### config.mk
export PLATFORM = sky130hd
export DESIGN_NAME = map_line_token_validator_core
export DESIGN_NICKNAME = d
export VERILOG_FILES = /design/src/hw/rtl/mltv_pkg.sv /design/src/hw/rtl/mltv_parse.sv /design/src/hw/rtl/map_line_token_validator_core.sv
export SDC_FILE = /design/constraint.sdc
export NUM_CORES = 1
export LEC_CHECK = 0
export BUFFER_PORTS_ARGS = -buffer_cell sky130_fd_sc_hd__buf_2
export CORE_MARGIN = 3
export CORE_UTILIZATION = 60
export CTS_CLUSTER_DIAMETER = 80
export DETAILED_ROUTE_END_ITERATION = 8
export GPL_TIMING_DRIVEN = 1
export MAX_ROUTING_LAYER = met4
export PLACE_DENSITY = 0.84
export SLEW_MARGIN = 15
export SYNTH_ARGS = -nofsm -noshare
export SYNTH_HDL_FRONTEND = slang
export SYNTH_HIERARCHICAL = 1
export SYNTH_SLANG_ARGS = --single-unit
### constraint.sdc
create_clock -name clk -period 3.25 [get_ports clk]
set_input_delay 0.325 -clock clk [delete_from_list [all_inputs] [get_ports clk]]
set_output_delay 0.325 -clock clk [all_outputs]
set_load 0.01 [all_outputs]
### src/hw/rtl/mltv_pkg.sv
// ----------------------------------------------------------------------------
// mltv_pkg
// Shared constants and types for the map line token validator: operation,
// status and parse phase codes, character codes and the parser result bundle.
// ----------------------------------------------------------------------------
package mltv_pkg;

	// Counter widths of the line and row state
	localparam int COUNT_BITS = 12;
	localparam int ROW_BITS   = 16;

	// Fixed widths of the item fields
	localparam int OP_W      = 2;
	localparam int CHAR_W    = 8;
	localparam int STATUS_W  = 2;
	localparam int COLUMNS_W = 12;
	localparam int ROWS_W    = 16;

	localparam int PHASE_W = 4;
	localparam int HEX_W   = 3;

	// Operation codes
	localparam logic [OP_W-1:0] OP_CHAR = 2'd0;
	localparam logic [OP_W-1:0] OP_EOL  = 2'd1;
	localparam logic [OP_W-1:0] OP_NEW  = 2'd2;

	// Status codes
	localparam logic [STATUS_W-1:0] ST_OK       = 2'd0;
	localparam logic [STATUS_W-1:0] ST_SYNTAX   = 2'd1;
	localparam logic [STATUS_W-1:0] ST_MISMATCH = 2'd2;
	localparam logic [STATUS_W-1:0] ST_TOO_MANY = 2'd3;

	// Parse phases
	localparam logic [PHASE_W-1:0] PH_START  = 4'd0;
	localparam logic [PHASE_W-1:0] PH_LEAD   = 4'd1;
	localparam logic [PHASE_W-1:0] PH_SIGN   = 4'd2;
	localparam logic [PHASE_W-1:0] PH_DIGITS = 4'd3;
	localparam logic [PHASE_W-1:0] PH_COMMA  = 4'd4;
	localparam logic [PHASE_W-1:0] PH_ZERO   = 4'd5;
	localparam logic [PHASE_W-1:0] PH_HEX    = 4'd6;
	localparam logic [PHASE_W-1:0] PH_GAP    = 4'd7;

	// Character codes
	localparam logic [CHAR_W-1:0] CH_SPACE = 8'h20;
	localparam logic [CHAR_W-1:0] CH_MINUS = 8'h2D;
	localparam logic [CHAR_W-1:0] CH_COMMA = 8'h2C;
	localparam logic [CHAR_W-1:0] CH_ZERO  = 8'h30;
	localparam logic [CHAR_W-1:0] CH_NINE  = 8'h39;
	localparam logic [CHAR_W-1:0] CH_X     = 8'h78;
	localparam logic [CHAR_W-1:0] CH_LC_A  = 8'h61;
	localparam logic [CHAR_W-1:0] CH_LC_F  = 8'h66;
	localparam logic [CHAR_W-1:0] CH_UC_A  = 8'h41;
	localparam logic [CHAR_W-1:0] CH_UC_F  = 8'h46;

	// Legal colour digit counts
	localparam logic [HEX_W-1:0] HEX_LEN_2 = 3'd2;
	localparam logic [HEX_W-1:0] HEX_LEN_4 = 3'd4;
	localparam logic [HEX_W-1:0] HEX_LEN_6 = 3'd6;
	localparam logic [HEX_W-1:0] HEX_SAT   = 3'd7;

	// Outcome of one character step
	typedef struct packed {
		logic [PHASE_W-1:0] phase;
		logic [HEX_W-1:0]   hex_cnt;
		logic               count_tok;
		logic               fail;
		logic               end_ok;
	} parse_t;

endpackage

### src/hw/rtl/mltv_parse.sv
// ----------------------------------------------------------------------------
// mltv_parse
// Character classifier and token phase logic: next phase, colour digit count,
// token start and syntax failure for one character, plus end-of-line check.
// ----------------------------------------------------------------------------
module mltv_parse (
	input  logic [mltv_pkg::PHASE_W-1:0] phase,
	input  logic [mltv_pkg::HEX_W-1:0]   hex_cnt,
	input  logic [mltv_pkg::CHAR_W-1:0]  char_code,
	output mltv_pkg::parse_t             result
);
	import mltv_pkg::*;

	logic is_dec;
	logic is_hex;
	logic len_ok;

	assign is_dec = (char_code >= CH_ZERO) && (char_code <= CH_NINE);
	assign is_hex = is_dec || ((char_code >= CH_LC_A) && (char_code <= CH_LC_F)) ||
		((char_code >= CH_UC_A) && (char_code <= CH_UC_F));
	assign len_ok = (hex_cnt == HEX_LEN_2) || (hex_cnt == HEX_LEN_4) ||
		(hex_cnt == HEX_LEN_6);

	always_comb begin
		result.phase     = phase;
		result.hex_cnt   = hex_cnt;
		result.count_tok = 1'b0;
		result.fail      = 1'b0;
		case (phase)
			PH_START, PH_LEAD, PH_GAP: begin
				if (char_code == CH_SPACE) begin
					if (phase == PH_START) begin
						result.phase = PH_LEAD;
					end
				end else if (char_code == CH_MINUS) begin
					result.count_tok = 1'b1;
					result.phase     = PH_SIGN;
				end else if (is_dec) begin
					result.count_tok = 1'b1;
					result.phase     = PH_DIGITS;
				end else begin
					result.fail = 1'b1;
				end
			end
			PH_SIGN: begin
				if (is_dec) begin
					result.phase = PH_DIGITS;
				end else begin
					result.fail = 1'b1;
				end
			end
			PH_DIGITS: begin
				if (char_code == CH_COMMA) begin
					result.phase = PH_COMMA;
				end else if (char_code == CH_SPACE) begin
					result.phase = PH_GAP;
				end else if (!is_dec) begin
					result.fail = 1'b1;
				end
			end
			PH_COMMA: begin
				if (char_code == CH_ZERO) begin
					result.phase = PH_ZERO;
				end else begin
					result.fail = 1'b1;
				end
			end
			PH_ZERO: begin
				if (char_code == CH_X) begin
					result.hex_cnt = '0;
					result.phase   = PH_HEX;
				end else begin
					result.fail = 1'b1;
				end
			end
			PH_HEX: begin
				if (is_hex) begin
					// saturate so an overlong colour stays illegal
					if (hex_cnt != HEX_SAT) begin
						result.hex_cnt = hex_cnt + 1'b1;
					end
				end else if ((char_code == CH_SPACE) && len_ok) begin
					result.phase = PH_GAP;
				end else begin
					result.fail = 1'b1;
				end
			end
			default: begin
				result.fail = 1'b1;
			end
		endcase

		case (phase)
			PH_START, PH_DIGITS, PH_GAP: result.end_ok = 1'b1;
			PH_HEX:                      result.end_ok = len_ok;
			default:                     result.end_ok = 1'b0;
		endcase
	end

endmodule

### src/hw/rtl/map_line_token_validator_core.sv
// ----------------------------------------------------------------------------
// map_line_token_validator_core
// Throughput: one item (character, end of line or new map) per cycle, back to back, except
// while an end of line waits for room in a stalled, full result register.
// Path: an end-of-line item passes the input register, then the parser, then the result
// register, from which it transfers out.
// Reset: arst_n clears the line state, row count, first-row width and all valids.
// ----------------------------------------------------------------------------
module map_line_token_validator_core (
	input  logic                             clk,
	input  logic                             arst_n,
	// item channel
	input  logic                             in_valid,
	output logic                             in_stall,
	input  logic [mltv_pkg::OP_W-1:0]        operation,
	input  logic [mltv_pkg::CHAR_W-1:0]      char_code,
	// result channel
	output logic                             out_valid,
	input  logic                             out_stall,
	output logic [mltv_pkg::STATUS_W-1:0]    status,
	output logic [mltv_pkg::COLUMNS_W-1:0]   columns,
	output logic [mltv_pkg::ROWS_W-1:0]      rows
);
	import mltv_pkg::*;

	localparam logic [COUNT_BITS-1:0] COUNT_MAX = '1;
	localparam logic [ROW_BITS-1:0]   ROW_MAX   = '1;

	// Input register
	logic               valid_s1;
	logic [OP_W-1:0]    op_s1;
	logic [CHAR_W-1:0]  char_s1;

	// Line and map state
	logic [PHASE_W-1:0]    phase_q;
	logic [HEX_W-1:0]      hex_cnt_q;
	logic [COUNT_BITS-1:0] token_count_q;
	logic [COUNT_BITS-1:0] first_width_q;
	logic [ROW_BITS-1:0]   row_count_q;
	logic                  line_failed_q;
	logic                  token_ovf_q;

	// Result register
	logic                 out_valid_q;
	logic [STATUS_W-1:0]  status_q;
	logic [COLUMNS_W-1:0] columns_q;
	logic [ROWS_W-1:0]    rows_q;

	parse_t              parse;
	logic                adv_s1;
	logic                eol_s1;
	logic [STATUS_W-1:0] status_d;
	logic [ROW_BITS-1:0] row_next;

	mltv_parse u_parse (
		.phase     (phase_q),
		.hex_cnt   (hex_cnt_q),
		.char_code (char_s1),
		.result    (parse)
	);

	// Only an end of line produces a result; it needs room in the result register.
	assign eol_s1   = (op_s1 == OP_EOL);
	assign adv_s1   = valid_s1 && (!eol_s1 || !out_valid_q || !out_stall);
	assign in_stall = valid_s1 && !adv_s1;

	// Capture the next item whenever the input register drains or is empty.
	always_ff @(posedge clk or negedge arst_n) begin
		if (!arst_n) begin
			valid_s1 <= 1'b0;
		end else if (!in_stall) begin
			valid_s1 <= in_valid;
		end
	end

	always_ff @(posedge clk) begin
		if (in_valid && !in_stall) begin
			op_s1   <= operation;
			char_s1 <= char_code;
		end
	end

	// End-of-line verdict: syntax beats overflow, overflow beats mismatch.
	always_comb begin
		if (line_failed_q || !parse.end_ok) begin
			status_d = ST_SYNTAX;
		end else if (token_ovf_q) begin
			status_d = ST_TOO_MANY;
		end else if ((row_count_q != '0) && (token_count_q != first_width_q)) begin
			status_d = ST_MISMATCH;
		end else begin
			status_d = ST_OK;
		end
	end

	// Accepted rows saturate at full scale.
	assign row_next = (status_d == ST_OK && row_count_q != ROW_MAX) ?
		row_count_q + 1'b1 : row_count_q;

	always_ff @(posedge clk or negedge arst_n) begin
		if (!arst_n) begin
			phase_q       <= PH_START;
			hex_cnt_q     <= '0;
			token_count_q <= '0;
			first_width_q <= '0;
			row_count_q   <= '0;
			line_failed_q <= 1'b0;
			token_ovf_q   <= 1'b0;
		end else if (adv_s1) begin
			case (op_s1)
				OP_CHAR: begin
					// a failed line ignores everything up to its end
					if (!line_failed_q) begin
						phase_q   <= parse.phase;
						hex_cnt_q <= parse.hex_cnt;
						if (parse.fail) begin
							line_failed_q <= 1'b1;
						end
						if (parse.count_tok) begin
							if (token_count_q == COUNT_MAX) begin
								token_ovf_q <= 1'b1;
							end else begin
								token_count_q <= token_count_q + 1'b1;
							end
						end
					end
				end
				OP_EOL: begin
					// the first accepted row fixes the map width
					if ((status_d == ST_OK) && (row_count_q == '0)) begin
						first_width_q <= token_count_q;
					end
					row_count_q   <= row_next;
					phase_q       <= PH_START;
					hex_cnt_q     <= '0;
					token_count_q <= '0;
					line_failed_q <= 1'b0;
					token_ovf_q   <= 1'b0;
				end
				OP_NEW: begin
					first_width_q <= '0;
					row_count_q   <= '0;
					phase_q       <= PH_START;
					hex_cnt_q     <= '0;
					token_count_q <= '0;
					line_failed_q <= 1'b0;
					token_ovf_q   <= 1'b0;
				end
				default: begin
					// unused operation code: drop the item
				end
			endcase
		end
	end

	// Result register: load on an end of line, clear once the transfer completes.
	always_ff @(posedge clk or negedge arst_n) begin
		if (!arst_n) begin
			out_valid_q <= 1'b0;
		end else if (adv_s1 && eol_s1) begin
			out_valid_q <= 1'b1;
		end else if (!out_stall) begin
			out_valid_q <= 1'b0;
		end
	end

	always_ff @(posedge clk) begin
		if (adv_s1 && eol_s1) begin
			status_q  <= status_d;
			columns_q <= COLUMNS_W'(token_count_q);
			rows_q    <= ROWS_W'(row_next);
		end
	end

	assign out_valid = out_valid_q;
	assign status    = status_q;
	assign columns   = columns_q;
	assign rows      = rows_q;

`ifndef ASSERT_OFF
	// A line failure sticks until the line is closed or the map restarts.
	a_fail_sticky: assert property (@(posedge clk) disable iff (!arst_n)
		(line_failed_q && !(adv_s1 && (op_s1 == OP_EOL || op_s1 == OP_NEW)))
		|=> line_failed_q)
		else $error("line failure cleared mid-line");

	// Overflow is only flagged with the token counter pinned at full scale.
	a_ovf_full: assert property (@(posedge clk) disable iff (!arst_n)
		token_ovf_q |-> (token_count_q == COUNT_MAX))
		else $error("token overflow with counter below full scale");

	// No row accepted means no recorded first-row width.
	a_width_empty: assert property (@(posedge clk) disable iff (!arst_n)
		(row_count_q == '0) |-> (first_width_q == '0))
		else $error("first-row width set with no accepted row");

	// A stall toward the source only ever comes from a held item.
	a_stall_held: assert property (@(posedge clk) disable iff (!arst_n)
		in_stall |-> (valid_s1 && eol_s1 && out_valid_q))
		else $error("input stalled without a blocked end of line");
`endif

endmodule

==> results of run 1 <==
## cell families after synthesis
group | count (synthesis) | share of synthesized area [%]
AND/OR/NAND/NOR | 201 | 22.5
AO/OA/AOI/OAI | 105 | 13.8
flip-flops | 91 | 49.6
buffers and inverters | 66 | 5.76
XOR/XNOR | 25 | 4.53
adder cells (fa/ha/maj) | 10 | 2.50
multiplexers | 6 | 1.25
## state kept, by name (all words and copies together), names as in the netlist
register       cells
hex_cnt_q          3
out_valid          1
token_count_q     12
first_width_q     12
line_failed_q      1
columns           12
op_s1              2
row_count_q       16
phase_q            4
rows              16
valid_s1           1
char_s1            8
status             2
token_ovf_q        1
## power by group
part / switching (W) / internal, W
clock network: 0.000408 / 0.000281
logic: 0.000264 / 0.000176
registers: 0.0000955 / 0.00128
total: 0.000768 / 0.00174
## through the flow
step / std cells / util, % / hold WS (ns) / worst slack, ns
finish: 642 / 68.8 / 0.106 / 0.448
detailed placement: 626 / 66.6 / 0.503 / 0.485
global placement: 626 / 66.6 / 0.502 / 0.605
global route: 642 / 68.8 / 0.114 / 0.178
CTS: 642 / 68.8 / 0.120 / 0.459
floorplan: 504 / - / 0.0294 / 0.685
## placed cells by master, fill, tap and decap left out, types with 3 or more instances in the layout
cell,n
a21o_1,7
o21ai_0,42
buf_4,10
ha_1,10
nor2b_1,13
nand4_1,18
nand2_1,35
edfxtp_1,40
nor2_1,25
nand3_1,31
nand2b_1,14
a31oi_1,4
mux2i_1,4
and3_1,12
nor4_1,9
buf_2,45
a21oi_1,10
nand4b_1,3
o311ai_0,3
clkbuf_8,9
xnor2_1,23
nand3b_1,3
a221o_1,4
o41ai_1,3
inv_1,31
o31ai_1,7
dfrtp_1,51
or3_1,4
and4_1,3
nor3_1,14
## routing by layer
layer | wire, microns | global-route usage [%] | up-vias
met1 | 4590 | 29.5 | 1924
met4 | 194 | 8.63 | 0
li1 | - | - | 1889
met2 | 5530 | 40.3 | 126
met5 | 0 | - | -
met3 | 458 | 3.30 | 18
## final timing paths
check / start / to / slack, ns
max: char_s1[6] / token_count_q[9] / 0.45
min: arst_n / row_count_q[0] / 0.11
max reg2reg: char_s1[6] / token_count_q[9] / 0.45
min reg2reg: hex_cnt_q[2] / hex_cnt_q[2] / 0.55
max in group asynchronous: arst_n / first_width_q[3] / 2.39
min in group clk: char_code[0] / char_s1[0] / 0.13
## final cells by class
type                       count  area [sq um]
sequential                    91          2480
fill                         611          2460
multi-input combinational    347          2230
timing repair buffer          55           300
clock buffer                  11           131
tap                          102           128
inverter                      31           116
clock inverter                 5          37.5
## worst reg2reg max path: cells and delay by family (launching register included)
kind | cells | cell delay (ns)
flip-flops | 1 | 0.48
AO/OA/AOI/OAI | 4 | 1.12
AND/OR/NAND/NOR | 3 | 1.08
==> impl_metrics.json, run 1 <==
{
  "status": "completed",
  "clock_sinks": 91,
  "maxCapViolations": 0,
  "fin_crit_ns": 2.80,
  "root_buffer": "clkbuf_8",
  "fmax_ghz": 0.357,
  "wl_microns": 10800,
  "cpPeakStageDelay_ns": 0.59,
  "ys_ff_latch": 91,
  "portBuffers": 45,
  "placed_area_sq_um": 5260,
  "synth_seq_area_share_pct": 49.6,
  "die_w_microns": 97.3,
  "drive_gt1_share_pct": 15.6,
  "path_depth": 7,
  "cts_setup_buffers": 0,
  "yosys-top-cells-count": "51 x dfrtp_1, 42 x o21ai_0, 40 x edfxtp_1",
  "chipHeight_microns": 97.3,
  "htree_levels": 3,
  "syn_area_per_cell_sq_um": 9.92,
  "tns_ns": 0,
  "clkLatencyLatePin_ns": 0.36,
  "synth_cell_types": 66,
  "first_pass_iters": 5,
  "setup-violations-final": 0,
  "reg2reg_depth": 7,
  "power.leakage_nw": 2.21,
  "endpoint_kind": "flop",
  "gp_congestion": 0.916,
  "syn-num-nets": 528,
  "yosysTopAreaCell": "dfrtp_1",
  "initial_core_util_pct": 63.4,
  "hold_path_class": "in2async",
  "cp-start-kind": "flop",
  "cp_top_family": "compound AO/OA/AOI/OAI gates",
  "netlist_instances": 504,
  "required_ns": 3.48,
  "drtIter0Drc": 271,
  "finalHoldViolations": 0,
  "worstPathArrival_ns": 3.03,
  "slew-limit-headroom_pct": 35.6,
  "final_max_slew_viol_count": 0,
  "skew_ns": 0.0128,
  "synth.most_common_cell": "dfrtp_1",
  "grt_max_degree": 41,
  "power_w": 0.00251,
  "cp_common_cell": "o41ai_1",
  "rsz0062_at_grt": "no",
  "yosys_warnings": 6,
  "crit_path_cell_trace": "or4b_4, o21a_1, nor2_1, o41ai_1, a21oi_1, nand2b_1, o41ai_1",
  "rows": 32,
  "io_pins": 46,
  "synth_top_area_share_pct": 25.5,
  "crit_slowest_cell": "or4b_4",
  "critical_path_class": "reg2reg",
  "path_buf_inv": 0,
  "grt_pass1_wl_microns": 18100,
  "vias": 3957,
  "ir_worst_vdd_mv": 0.237,
  "antenna_found_initial": 0,
  "synth_ff_type": "dfrtp_1",
  "layout.nets": 559,
  "dp_hpwl_microns": 7440,
  "diodes": 0,
  "syn_to_final_growth_pct": 8.56,
  "viasPerCell": 6.16,
  "fin_area_sq_um": 5430,
  "dieArea_sq_um": 9460,
  "synth_area_leaders": "dfrtp_1 26%, edfxtp_1 24%, o21ai_0 4.2%, xnor2_1 4.0%, nand3_1 3.1%",
  "finalCritPeriodShare_pct": 86.2,
  "synth_edf_count": 40,
  "tightest_slew_ns": 0.966,
  "grt_usage_pct": 23.9,
  "clk_pin_slew_worst_paths_ns": 0.10,
  "ant_nets": 0,
  "powerDensity_nw_per_um2": 462,
  "overflow": 0,
  "cts_buffers": 9,
  "ctsResizeCount": 0,
  "async_flop_share_pct": 56.0,
  "crit_fanout": 11,
  "wl_per_cell_microns": 16.8,
  "clock_tree.buffer_depth": 2,
  "syn_area_sq_um": 5000,
  "core_sq_um": 7890,
  "grt_pass1_vias": 3775,
  "drc_errors": 0,
  "cts_tree": "built",
  "ctsHoldBuffers": 0
}
No activity file was read; power rests on OpenSTA's default activity.
==> run 2: changes to the inputs <==
==> constraint.sdc (replaced) <==
create_clock -name clk -period 3.25 [get_ports clk]
set_input_delay 0 -clock clk [delete_from_list [all_inputs] [get_ports clk]]
set_output_delay 0 -clock clk [all_outputs]
set_load 0.01 [all_outputs]
==> run 2 against run 1 <==
  * Routed wire length is 1.2% higher
  * Global-route usage up 0.28 points
  * Setup slack worse by 0.0020 ns
  * Clock-buffer cell count unchanged
  * Non-clock buffer count grew 14
  * Critical path type unchanged
  * Critical endpoint unchanged
  * Highest routed layer unchanged
==> impl_metrics.json, run 2 (same netlist as run 1, synthesis figures left out) <==
{
  "drive_gt1_share_pct": 15.2,
  "dieArea_sq_um": 9460,
  "htree_levels": 3,
  "initial_core_util_pct": 63.4,
  "clock_tree.buffer_depth": 2,
  "pwr-share-seq_pct": 52.8,
  "chipHeight_microns": 97.3,
  "ir_worst_vdd_mv": 0.272,
  "dp_hpwl_microns": 7420,
  "rows": 32,
  "antenna_found_initial": 0,
  "powerDensity_nw_per_um2": 466,
  "syn_to_final_growth_pct": 11.8,
  "cts_buffers": 9,
  "io_pins": 46,
  "p_int_w": 0.00183,
  "diodes": 0,
  "grt_usage_pct": 24.1,
  "skew_ns": 0.0161,
  "cts_setup_buffers": 0,
  "power_w": 0.00260,
  "worstPathArrival_ns": 3.04,
  "finalCritPeriodShare_pct": 86.3,
  "fin_util_pct": 70.9,
  "clkLatencyLatePin_ns": 0.37,
  "required_ns": 3.49,
  "vias": 3989,
  "viasPerCell": 6.08,
  "fin_area_sq_um": 5590,
  "fmax_ghz": 0.357,
  "grt_pass1_vias": 3789,
  "die_w_microns": 97.3,
  "cp-start-kind": "flop",
  "clock_power_share_pct": 29.8,
  "tightest_slew_ns": 0.802,
  "critical_path_class": "reg2reg",
  "wl_per_cell_microns": 16.6,
  "final_cell_mix": "51 x dfrtp_1, 45 x buf_2, 42 x o21ai_0",
  "finalHoldViolations": 0,
  "power.leakage_nw": 2.29,
  "holdWs_ns": 0.241,
  "drtIter0Drc": 295,
  "portBuffers": 45,
  "ctsResizeCount": 0,
  "first_pass_iters": 5,
  "tns_ns": 0,
  "grt_pass1_wl_microns": 18300,
  "cts_tree": "built",
  "clk_pin_slew_worst_paths_ns": 0.10,
  "swShare_pct": 29.8,
  "slew-limit-headroom_pct": 46.4,
  "switchingPower_w": 0.000776,
  "maxCapViolations": 0,
  "fin_crit_ns": 2.80,
  "root_buffer": "clkbuf_8",
  "grt_max_degree": 35,
  "fill_cells": 587,
  "rsz0062_at_grt": "no",
  "endpoint_kind": "flop",
  "wl_microns": 10900,
  "crit_fanout": 11,
  "core_sq_um": 7890,
  "status": "completed",
  "final_common_cell": "dfrtp_1",
  "gp_congestion": 0.921,
  "setup-violations-final": 0,
  "placed_area_sq_um": 5260,
  "layout.nets": 573,
  "ant_nets": 0,
  "overflow": 0,
  "final_max_slew_viol_count": 0,
  "p_comb_share_pct": 17.4,
  "hold_path_class": "in2async",
  "clock_sinks": 91,
  "drc_errors": 0
}
run 2: cell types whose count changed in the layout (fill, tap and decap cells not counted):
cell           delta
dlygate4sd3_1    +14
inv_4             +1
clkinv_2          -1
bufinv_16         +1
clkinvlp_4        -1
run 2: worst paths after layout:
kind / to / slack [ns] / start / depth (start not counted)
hold / removal: row_count_q[5] / 0.24 / arst_n / 2
setup / recovery: token_count_q[9] / 0.45 / char_s1[6] / 7
max in group asynchronous: phase_q[3] / 2.25 / arst_n / 3
hold reg to reg: out_valid / 0.55 / out_valid / 1
setup reg to reg: token_count_q[9] / 0.45 / char_s1[6] / 7
min in group clk: char_s1[1] / 0.35 / char_code[1] / 2
run 2: final cells by class:
type,instances,area [sq um],share of cell area (%)
clock inverters,5,61.3,1.10
flip-flops and latches,91,2480,44.3
well taps,102,128,2.28
inverters,31,116,2.08
multi-input cells,347,2230,40.0
repair buffers,69,440,7.88
clock buffers,11,131,2.35
run 2: layer usage:
| metal | global-route usage (%) | vias to the layer above | part of all wire [%] |
|---|---|---|---|
| li1 | - | 1916 | - |
| met3 | 4.52 | 17 | 5.3 |
| met5 | - | - | 0 |
| met1 | 29.9 | 1929 | 42 |
| met4 | 7.45 | 0 | 1.7 |
| met2 | 40.5 | 127 | 51 |
run 2: what timing repair did:
item	in CTS	in global routing
endpoints found under the setup margin	0	0
hold buffers	14	0
endpoints found under the hold margin	45	0
run 2: critical path, stage by stage (launching register included):
cell      delay, ns
edfxtp_1       0.49
or4b_4         0.59
o21a_1         0.23
nor2_1         0.16
o41ai_1        0.12
a21oi_1        0.35
nand2b_1       0.32
o41ai_1        0.42
run 2: power groups by stage:
stage	Clock [W]	Sequential (W)	Combinational, W
CTS	0.000779	0.00137	0.000453
global placement	0	0.00139	0.000420
detailed placement	0	0.00140	0.000438
finish	0.000775	0.00138	0.000453
floorplan	0	0.00136	0.000350
global route	0.000835	0.00139	0.000502
run 2: per-stage QoR:
| stage | worst slack [ns] | cells |
|---|---|---|
| detailed placement | 0.523 | 626 |
| CTS | 0.494 | 656 |
| floorplan | 0.685 | 504 |
| global route | 0.0898 | 656 |
| finish | 0.446 | 656 |
| global placement | 0.603 | 626 |
==> run 3: changes to the inputs <==
Settings changed: CORE_ASPECT_RATIO from default to 1.25.
==> run 3 against run 2 <==
  * Flip-flop and latch count is the same
  * Critical path type unchanged
  * Die area is essentially flat
  * Largest cell class unchanged
  * Register-to-register slack gained 0.03 ns
  * Sequential power is essentially flat
  * Sequential share of layout area shrank 0.11 points
  * Total power grew 0.62%
==> impl_metrics.json, run 3 (same netlist as run 1, synthesis figures left out) <==
{
  "finalCritPeriodShare_pct": 85.4,
  "dp_hpwl_microns": 7190,
  "ctsResizeCount": 0,
  "cts_setup_buffers": 0,
  "clock_power_share_pct": 29.8,
  "cp-endpoint": "token_count_q[9]",
  "hold_path_class": "in2async",
  "critical_path_class": "reg2reg",
  "clock_tree.buffer_depth": 2,
  "tightest_slew_ns": 0.799,
  "fin_cells": 651,
  "cp-start-kind": "flop",
  "p_int_w": 0.00184,
  "final_cell_mix": "51 x dfrtp_1, 45 x buf_2, 42 x o21ai_0",
  "portBuffers": 45,
  "skew_ns": 0.0148,
  "htree_levels": 3,
  "die_w_microns": 87.6,
  "antenna_found_initial": 0,
  "vias": 3994,
  "slew-limit-headroom_pct": 46.6,
  "tns_ns": 0,
  "swShare_pct": 29.8,
  "cp-startpoint": "char_s1[6]",
  "drive_gt1_share_pct": 15.6,
  "first_pass_iters": 5,
  "rows": 36,
  "powerDensity_nw_per_um2": 468,
  "pwr-share-seq_pct": 52.4,
  "diodes": 0,
  "status": "completed",
  "ctsHoldBuffers": 14,
  "layout.nets": 575,
  "wl_per_cell_microns": 16.4,
  "fill_cells": 619,
  "root_buffer": "clkbuf_8",
  "core_sq_um": 7930,
  "crit_fanout": 11,
  "maxCapViolations": 0,
  "fmax_ghz": 0.360,
  "initial_core_util_pct": 63.0,
  "endpoint_kind": "flop",
  "pre_cts_ws_ns": 0.550,
  "clkLatencyLatePin_ns": 0.37,
  "switchingPower_w": 0.000781,
  "dp_cells": 621,
  "clk_pin_slew_worst_paths_ns": 0.10,
  "setup_slack_ns": 0.476,
  "chipHeight_microns": 108,
  "grt_usage_pct": 24.9,
  "drc_errors": 0,
  "overflow": 0,
  "drtIter0Drc": 392,
  "viasPerCell": 6.14,
  "ant_nets": 0,
  "clock_sinks": 91,
  "cts_buffers": 9,
  "cts_tree": "built",
  "fin_crit_ns": 2.77,
  "power_w": 0.00262,
  "p_comb_share_pct": 17.8,
  "r2r_end": "token_count_q[9]",
  "final_common_cell": "dfrtp_1",
  "reg2reg_from": "char_s1[6]",
  "grt_max_degree": 52,
  "dieArea_sq_um": 9470,
  "finalHoldViolations": 0,
  "grt_pass1_vias": 3805,
  "rsz0062_at_grt": "no",
  "wl_microns": 10700,
  "grt_pass1_wl_microns": 18000,
  "power.leakage_nw": 2.30,
  "r2r_slack_ns": 0.48,
  "reg2reg_depth": 7,
  "worstPathArrival_ns": 3.04,
  "syn_to_final_growth_pct": 12.1,
  "ir_worst_vdd_mv": 0.445,
  "gp_congestion": 0.901,
  "final_max_slew_viol_count": 0,
  "required_ns": 3.51,
  "io_pins": 46,
  "setup-violations-final": 0
}
==> run 3: worst min path at each step <==
stage / from / end / cells past startpoint
after floorplan: arst_n / first_width_q[0] / 0
after global placement: arst_n / hex_cnt_q[2] / 2
after detailed placement: arst_n / hex_cnt_q[1] / 2
after CTS: arst_n / hex_cnt_q[1] / 3
after global routing: char_code[3] / char_s1[3] / 2
final: arst_n / hex_cnt_q[1] / 3
==> run 3: layer usage <==
layer  GRT usage, %  share of wire, %  vias up
met5              -                 0        -
met2           40.6                51      147
li1               -                 -     1920
met4           8.66               2.3        0
met3           3.73               5.0       21
met1           31.6                42     1906
==> run 3: metrics by stage <==
stage	area, sq um	hold WS [ns]	utilization, %
floorplan	5000	-0.296	-
global placement	5260	0.162	66.4
detailed placement	5260	0.162	66.4
CTS	5600	0.301	70.7
global route	5600	0.345	70.7
finish	5600	0.274	70.7
==> run 3: layout make-up <==
class | count | area (sq um) | share of cell area (%)
Clock buffer | 10 | 128 | 2.28
Clock inverter | 6 | 72.6 | 1.30
Inverter | 31 | 116 | 2.08
Multi-Input combinational cell | 347 | 2230 | 39.9
Sequential cell | 91 | 2480 | 44.2
Tap cell | 95 | 119 | 2.12
Timing Repair Buffer | 71 | 455 | 8.13
==> run 3: power by group through the flow <==
stage | registers (W) | logic, W | clock network [W]
final | 0.00137 | 0.000466 | 0.000781
after floorplan | 0.00136 | 0.000350 | 0
after global placement | 0.00139 | 0.000432 | 0
after detailed placement | 0.00140 | 0.000450 | 0
after CTS | 0.00137 | 0.000464 | 0.000793
after global routing | 0.00139 | 0.000519 | 0.000843
==> run 3: critical path: stages (launching register included) <==
cell	delay, ns
edfxtp_1	0.50
or4b_4	0.58
o21a_1	0.25
nor2_1	0.15
o41ai_1	0.12
a21oi_1	0.36
nand2b_1	0.32
o41ai_1	0.38
